[config.mk]
export PLATFORM = sky130hd
export DESIGN_NAME = seam_linear_blend
export DESIGN_NICKNAME = d
export VERILOG_FILES = /design/src/hw/rtl/slb_pkg.sv /design/src/hw/rtl/slb_lane.sv /design/src/hw/rtl/seam_linear_blend.sv
export SDC_FILE = /design/constraint.sdc
export NUM_CORES = 2
export LEC_CHECK = 0
export ABC_AREA = 1
export BUFFER_PORTS_ARGS = -buffer_cell sky130_fd_sc_hd__buf_2
export CAP_MARGIN = 20
export CELL_PAD_IN_SITES_DETAIL_PLACEMENT = 1
export CELL_PAD_IN_SITES_GLOBAL_PLACEMENT = 1
export CORE_ASPECT_RATIO = 0.9
export CORE_UTILIZATION = 50
export DETAILED_ROUTE_END_ITERATION = 16
export GPL_ROUTABILITY_DRIVEN = 0
export PLACE_DENSITY = 0.91
export SLEW_MARGIN = 0
export SYNTH_ARGS = -nofsm -noshare
export SYNTH_HDL_FRONTEND = slang
export SYNTH_SLANG_ARGS = --single-unit
[constraint.sdc]
create_clock -name i_clk -period 40.9 [get_ports i_clk]
set_input_delay 8.18 -clock i_clk [delete_from_list [all_inputs] [get_ports i_clk]]
set_output_delay 8.18 -clock i_clk [all_outputs]
set_load 0.05 [all_outputs]
[src/hw/rtl/slb_pkg.sv]
// Shared widths, register indexes and types for the seam linear blend.
// No dependencies; every other file of the block depends on this package.
`default_nettype none

package slb_pkg;

    // Field widths.
    localparam int unsigned PIX_W = 8;
    localparam int unsigned COL_W = 12;
    localparam int unsigned LW_W  = 13;

    // Largest blend numerator is 255 * 8191, which fits in 21 bits.
    localparam int unsigned NUM_W = PIX_W + LW_W;

    // One quotient bit is resolved per division step.
    localparam int unsigned DIV_STEPS = PIX_W;

    // Registers from input to the last division step inside the lanes.
    localparam int unsigned PIPE_LAT = 2 + DIV_STEPS;

    // Image width assumed after reset.
    localparam int unsigned MAX_COLUMNS = 4096;
    localparam logic [LW_W-1:0] LEFT_WIDTH_RST = LW_W'(MAX_COLUMNS);

    // Configuration register indexes.
    localparam int unsigned CFG_IDX_W = 1;
    localparam logic [CFG_IDX_W-1:0] CFG_OVERLAP_START = 1'b0;
    localparam logic [CFG_IDX_W-1:0] CFG_LEFT_WIDTH    = 1'b1;

    // Number of colour channels, one lane each.
    localparam int unsigned NUM_LANES = 3;

    // Weights and divisor shared by all lanes for one request.
    typedef struct packed {
        logic [LW_W-1:0]  wa;
        logic [COL_W-1:0] wb;
        logic [LW_W-1:0]  div;
    } t_weights;

endpackage

`default_nettype wire

[src/hw/rtl/slb_lane.sv]
// One colour channel lane: weighted sum followed by a pipelined restoring divider.
// Depends on slb_pkg.
`default_nettype none

module slb_lane (
    input  wire logic                        i_clk,
    input  wire logic                        i_en,
    input  wire logic [slb_pkg::PIX_W-1:0]   i_a,
    input  wire logic [slb_pkg::PIX_W-1:0]   i_b,
    input  wire slb_pkg::t_weights           i_wt,
    output logic      [slb_pkg::PIX_W-1:0]   o_q
);
    import slb_pkg::*;

    localparam int unsigned REM_W = NUM_W + 1;

    logic [NUM_W-1:0]       prod_a;
    logic [PIX_W+COL_W-1:0] prod_b;

    logic [NUM_W-1:0] r_num;
    logic [LW_W-1:0]  r_div0;

    logic [NUM_W-1:0] r_rem [1:DIV_STEPS-1];
    logic [LW_W-1:0]  r_w   [1:DIV_STEPS-1];
    logic [PIX_W-1:0] r_q   [1:DIV_STEPS];

    assign prod_a = i_a * i_wt.wa;
    assign prod_b = i_b * i_wt.wb;

    always_ff @(posedge i_clk) begin
        if (i_en) begin
            r_num  <= prod_a + NUM_W'(prod_b);
            r_div0 <= i_wt.div;
        end
    end

    // Each step tries to subtract the divisor shifted to its quotient bit.
    for (genvar s = 0; s < DIV_STEPS; s++) begin : g_step
        logic [NUM_W-1:0] rem_in;
        logic [LW_W-1:0]  w_in;
        logic [PIX_W-1:0] q_in;
        logic [REM_W-1:0] trial;
        logic             take;

        if (s == 0) begin : g_first
            assign rem_in = r_num;
            assign w_in   = r_div0;
            assign q_in   = '0;
        end else begin : g_next
            assign rem_in = r_rem[s];
            assign w_in   = r_w[s];
            assign q_in   = r_q[s];
        end

        assign trial = {1'b0, rem_in} - (REM_W'(w_in) << (DIV_STEPS - 1 - s));
        assign take  = !trial[REM_W-1];

        always_ff @(posedge i_clk) begin
            if (i_en) begin
                r_q[s+1] <= {q_in[PIX_W-2:0], take};
            end
        end

        if (s < DIV_STEPS - 1) begin : g_carry
            always_ff @(posedge i_clk) begin
                if (i_en) begin
                    r_rem[s+1] <= take ? trial[NUM_W-1:0] : rem_in;
                    r_w[s+1]   <= w_in;
                end
            end
        end
    end

    assign o_q = r_q[DIV_STEPS];

endmodule

`default_nettype wire

[src/hw/rtl/seam_linear_blend.sv]
// Top level of the seam linear blend: configuration, request classification,
// three channel lanes and the output register. Depends on slb_pkg and slb_lane.
`default_nettype none

// The block blends a left image and a warped right image across a stitching
// overlap, one pixel per request. It accepts one request every clock cycle
// while the output is not stalled. Each result passes through the
// classification stage, the weighted-sum stage, the eight-step division
// pipeline in each of the three channel lanes and the output register. The
// whole pipeline advances together, so while a result waits in the output
// register under stall, new requests are held off as well. The
// classification stage folds the pass-through cases into the lanes: a
// left-image pixel is sent as the left value weighted by one over a divisor
// of one, and likewise for the right pixel, so every request takes the same
// path and order is kept by construction. Inside the overlap each channel is
// floor((left*(W-k) + right*k) / W), computed exactly. Configuration writes are
// always ready and take effect for the next request; they should be made only
// while no request is in flight.
module seam_linear_blend (
    input  wire logic                            i_clk,
    input  wire logic                            i_rst_n,

    input  wire logic                            i_cfg_valid,
    output logic                                 o_cfg_ready,
    input  wire logic [slb_pkg::CFG_IDX_W-1:0]   i_cfg_index,
    input  wire logic [slb_pkg::LW_W-1:0]        i_cfg_data,

    input  wire logic                            i_in_valid,
    output logic                                 o_in_stall,
    input  wire logic [slb_pkg::COL_W-1:0]       i_column,
    input  wire logic [slb_pkg::PIX_W-1:0]       i_left_blue,
    input  wire logic [slb_pkg::PIX_W-1:0]       i_left_green,
    input  wire logic [slb_pkg::PIX_W-1:0]       i_left_red,
    input  wire logic [slb_pkg::PIX_W-1:0]       i_right_blue,
    input  wire logic [slb_pkg::PIX_W-1:0]       i_right_green,
    input  wire logic [slb_pkg::PIX_W-1:0]       i_right_red,

    output logic                                 o_out_valid,
    input  wire logic                            i_out_stall,
    output logic      [slb_pkg::PIX_W-1:0]       o_out_blue,
    output logic      [slb_pkg::PIX_W-1:0]       o_out_green,
    output logic      [slb_pkg::PIX_W-1:0]       o_out_red
);
    import slb_pkg::*;

    // Configuration registers.
    logic [COL_W-1:0] r_overlap_start;
    logic [LW_W-1:0]  r_left_width;

    // Pipeline control.
    logic             adv;
    logic             r_vld [0:PIPE_LAT-1];
    logic             r_out_valid;

    // Classification of the incoming request.
    logic             go_right;
    logic             go_left;
    logic             right_black;
    logic [PIX_W-1:0] in_left  [0:NUM_LANES-1];
    logic [PIX_W-1:0] in_right [0:NUM_LANES-1];
    t_weights         n_wt;

    // Stage zero registers feeding the lanes.
    logic [PIX_W-1:0] r_a [0:NUM_LANES-1];
    logic [PIX_W-1:0] r_b [0:NUM_LANES-1];
    t_weights         r_wt;

    // Lane results and the output register.
    logic [PIX_W-1:0] lane_q [0:NUM_LANES-1];
    logic [PIX_W-1:0] r_out  [0:NUM_LANES-1];

    // The configuration port never needs to wait.
    assign o_cfg_ready = 1'b1;

    always_ff @(posedge i_clk) begin
        if (!i_rst_n) begin
            r_overlap_start <= '0;
            r_left_width    <= LEFT_WIDTH_RST;
        end else if (i_cfg_valid) begin
            case (i_cfg_index)
                CFG_OVERLAP_START: r_overlap_start <= i_cfg_data[COL_W-1:0];
                CFG_LEFT_WIDTH:    r_left_width    <= i_cfg_data;
                default: ;
            endcase
        end
    end

    // Everything moves on unless a finished result is held by the sink.
    assign adv        = !r_out_valid || !i_out_stall;
    assign o_in_stall = !adv;

    assign in_left[0]  = i_left_blue;
    assign in_left[1]  = i_left_green;
    assign in_left[2]  = i_left_red;
    assign in_right[0] = i_right_blue;
    assign in_right[1] = i_right_green;
    assign in_right[2] = i_right_red;

    // Columns at or past the left width take the right pixel first; columns
    // before the overlap, or an all-black right pixel, take the left pixel.
    assign right_black = (i_right_blue == '0) && (i_right_green == '0)
                         && (i_right_red == '0);
    assign go_right    = {1'b0, i_column} >= r_left_width;
    assign go_left     = !go_right && ((i_column < r_overlap_start) || right_black);

    always_comb begin
        if (go_right) begin
            n_wt.wa  = '0;
            n_wt.wb  = COL_W'(1);
            n_wt.div = LW_W'(1);
        end else if (go_left) begin
            n_wt.wa  = LW_W'(1);
            n_wt.wb  = '0;
            n_wt.div = LW_W'(1);
        end else begin
            n_wt.wa  = r_left_width - {1'b0, i_column};
            n_wt.wb  = i_column - r_overlap_start;
            n_wt.div = r_left_width - {1'b0, r_overlap_start};
        end
    end

    always_ff @(posedge i_clk) begin
        if (adv) begin
            r_wt <= n_wt;
            for (int c = 0; c < NUM_LANES; c++) begin
                r_a[c] <= in_left[c];
                r_b[c] <= in_right[c];
            end
        end
    end

    always_ff @(posedge i_clk) begin
        if (!i_rst_n) begin
            for (int s = 0; s < PIPE_LAT; s++) begin
                r_vld[s] <= 1'b0;
            end
            r_out_valid <= 1'b0;
        end else if (adv) begin
            r_vld[0] <= i_in_valid;
            for (int s = 1; s < PIPE_LAT; s++) begin
                r_vld[s] <= r_vld[s-1];
            end
            r_out_valid <= r_vld[PIPE_LAT-1];
        end
    end

    for (genvar c = 0; c < NUM_LANES; c++) begin : g_lane
        slb_lane u_lane (
            .i_clk (i_clk),
            .i_en  (adv),
            .i_a   (r_a[c]),
            .i_b   (r_b[c]),
            .i_wt  (r_wt),
            .o_q   (lane_q[c])
        );
    end

    // The lanes finish together; the output register gathers their results.
    always_ff @(posedge i_clk) begin
        if (adv) begin
            for (int c = 0; c < NUM_LANES; c++) begin
                r_out[c] <= lane_q[c];
            end
        end
    end

    assign o_out_valid = r_out_valid;
    assign o_out_blue  = r_out[0];
    assign o_out_green = r_out[1];
    assign o_out_red   = r_out[2];

endmodule

`default_nettype wire

==> impl_metrics.toml <==
[yosys]
yosys.cell_types.count = 50
syn-num-nets = 9708
synth_ff_type = "edfxtp_1"
async_reset_ff_share_pct = 0
avgSynthCellArea_um2 = 8.42
yosys_register_bits = 862
syn_area_um2 = 72200
yosysSeqAreaShare_pct = 35.4
synth_edf_count = 827
syn_inst = 8573
yosysWarnings = 0

[worst_setup_path]
cp_slowest_stage_delay_ns = 0.50
rr_worst_depth = 20
r2r-end = "g_lane[2].u_lane.g_step[0].rem_in[16]"
start_kind = "input port"
r2r_slack_ns = 34.50
cp-end-kind = "primary output"
crit_end = "o_in_stall"
critical_path.slowest_cell = "nand2_4"
path_cells = "buf_2 > nand2_4 > inv_1 > buf_2"
cp.arrival_ns = 9.23
crit_top_cell = "buf_2"
path_class = "input port to primary output"
crit_start = "i_out_stall"
timing.rr.start = "r_a[0][17]"
cp.required_ns = 32.72
path_max_fanout = 48

[sta]
finalWorstSetupSlack_ns = 23.49
setup_viol = 0
final.min_clock_period_ns = 17.41
setup_tns_ns = 0
relSlewSlack_pct = 26.7
max_freq_ghz = 0.0575
grt_setup_unrepaired = "no"
fin_skew_ns = 0.0484
fin_crit_sh_pct = 42.6
worstMarginPinSlew_ns = 1.10
hold_viol_final = 0
final_max_slew_viol_count = 0

[global_routing]
antenna_found_initial = 1
grt_start_max_net_pins = 188
overflow = 0
grt_pass1_vias = 68800
grt_first_pass_wirelength_um = 387000
grtUsageTotal_pct = 34.2

[cts]
clk_pin_slew_ns = 0.06
root_buffer = "clkbuf_16"
hold_buffers = 0
cts-resized-gates = 0
cts_tree = "built"
clkLatencyLatePin_ns = 0.75
post-cts-setup-buffers = 0
cts_buffer_depth = 3
clock-sinks = 862
ctsHtreeMaxLevel = 3
cts_buffers = 98

[placed_design]
pre_cts_ws_ns = 23.50
dp_hpwl_um = 185000
place_area_um2 = 74400
port_buffers = 104

[floorplanning]
fp.dieH_um = 362
dieWidth_um = 402
dieArea_um2 = 146000
rows = 131
core-area_um2 = 142000
start_util_pct = 50.7
ios = 106

[drt]
drc = 0
wl_per_cell_um = 23.6
firstDrtPassIters = 8
vias_per_cell = 5.85
via_count = 62100
wirelength_um = 250000
antenna_left = 0
dr.first_iter.drc_count = 5164

[finish]
layout.cells.most_common = "nand2_1"
drive_gt1_share_pct = 5.93
fill_cells = 17000
final_cell_mix = "nand2_1, inv_1, edfxtp_1"
syn_to_final_growth_pct = 7.80
antennaDiodeCount = 0
ff_latch_area_um2 = 25500
nets = 9792
multi_input_area_um2 = 39000
design_area_um2 = 77800

[min_path]
hp-class = "flop to flop"
hold_depth = 0

[flow_run]
max_cap_viol_count = 0

[status]
status = "finished clean"
==> metal layers <==
layer	track usage, %	vias up	routed length (um)
met3	6.13	1238	17700
met4	24.3	0	20500
met5	0	-	0
met1	38.3	30600	90300
met2	59.0	3055	122000
li1	-	27100	-
==> synthesized netlist by cell type, types with 8 or more instances <==
master	n	area, um2
inv_2	28	105
buf_6	33	372
inv_1	1742	6540
nand3_1	393	1970
o21a_1	8	60.1
nand2_4	14	158
o21bai_1	21	158
xnor2_1	113	990
dfxtp_1	35	701
buf_4	8	60.1
o21ai_1	110	551
o22ai_1	8	50.1
edfxtp_1	827	24800
nor2_1	495	1860
nand2_2	19	119
ha_1	555	6940
fa_1	501	10000
a21oi_1	351	1760
a21boi_0	12	90.1
nand4_1	76	475
and3_1	8	50.1
nand3_2	10	100
nand2_1	2465	9250
o21ai_2	76	666
nor3_1	72	360
nor2_2	10	62.6
nand3b_1	70	526
clkbuf_1	106	398
xor2_1	119	1040
o21ai_0	164	821
and2_1	20	125
nor2_4	30	338
a21oi_2	21	184
==> worst max-delay path: cells and delay by family <==
kind | cells | cell delay, ns
buffers and inverters | 3 | 0.53
and+or+nand+nor | 1 | 0.50
==> flip-flops by register name, summed over array words and instances, names as in the netlist <==
| signal | cells |
|---|---|
| g_lane.u_lane.r_rem | 441 |
| r_out | 24 |
| g_lane.u_lane.g_step.rem_in | 63 |
| r_overlap_start | 12 |
| r_wt | 38 |
| o_out_valid | 1 |
| g_lane.u_lane.r_q | 108 |
| r_left_width | 13 |
| g_lane.u_lane.g_step.w_in | 13 |
| r_vld | 10 |
| r_b | 24 |
| r_a | 24 |
| g_lane.u_lane.r_w | 91 |
==> through the flow <==
step / util [%] / hold slack [ns] / cells
2_1_floorplan: - / 0.400 / 8573
3_3_place_gp: 52.2 / 0.400 / 10400
3_5_place_dp: 52.2 / 0.405 / 10400
4_1_cts: 54.6 / 0.392 / 10600
5_1_grt: 54.6 / 0.392 / 10600
6_report: 54.6 / 0.384 / 10600
==> final cells by class <==
| cell class | count | share of cell area (%) |
|---|---|---|
| clock buffer | 112 | 3.31 |
| inverter | 1778 | 8.60 |
| multi-input combinational | 5776 | 50.2 |
| clock inverter | 71 | 1.05 |
| sequential | 862 | 32.8 |
| timing repair buffer | 141 | 1.06 |
| tap | 1862 | 2.99 |
==> worst min path at each step <==
stage | end | from
after floorplan | g_lane[0].u_lane.r_q[0][17] | g_lane[0].u_lane.r_q[0][8]
final | g_lane[1].u_lane.r_rem[0][66] | g_lane[1].u_lane.r_rem[0][45]
after global placement | g_lane[1].u_lane.r_rem[0][42] | g_lane[1].u_lane.r_rem[0][21]
after CTS | g_lane[1].u_lane.r_rem[0][66] | g_lane[1].u_lane.r_rem[0][45]
after global routing | g_lane[1].u_lane.r_rem[0][64] | g_lane[1].u_lane.r_rem[0][43]
after detailed placement | g_lane[0].u_lane.r_q[0][68] | g_lane[0].u_lane.r_q[0][59]
==> logic make-up (layout without fill, tap and decap cells) <==
family / Yosys count / in the layout / synth area share (%)
AOI/OAI and AO/OA: 784 / 784 / 6.15
xor gates and xnor gates: 232 / 232 / 2.82
adders and majority gates: 1056 / 1056 / 23.5
buffers and inverters: 1935 / 2102 / 10.6
DFF: 862 / 862 / 35.4
other: 1 / 1 / 0.00520
and+or+nand+nor: 3703 / 3703 / 21.6
Power is left out: the tool's default activity adds up to more than one toggle a clock period on the data nets, which glitch-free logic cannot reach.
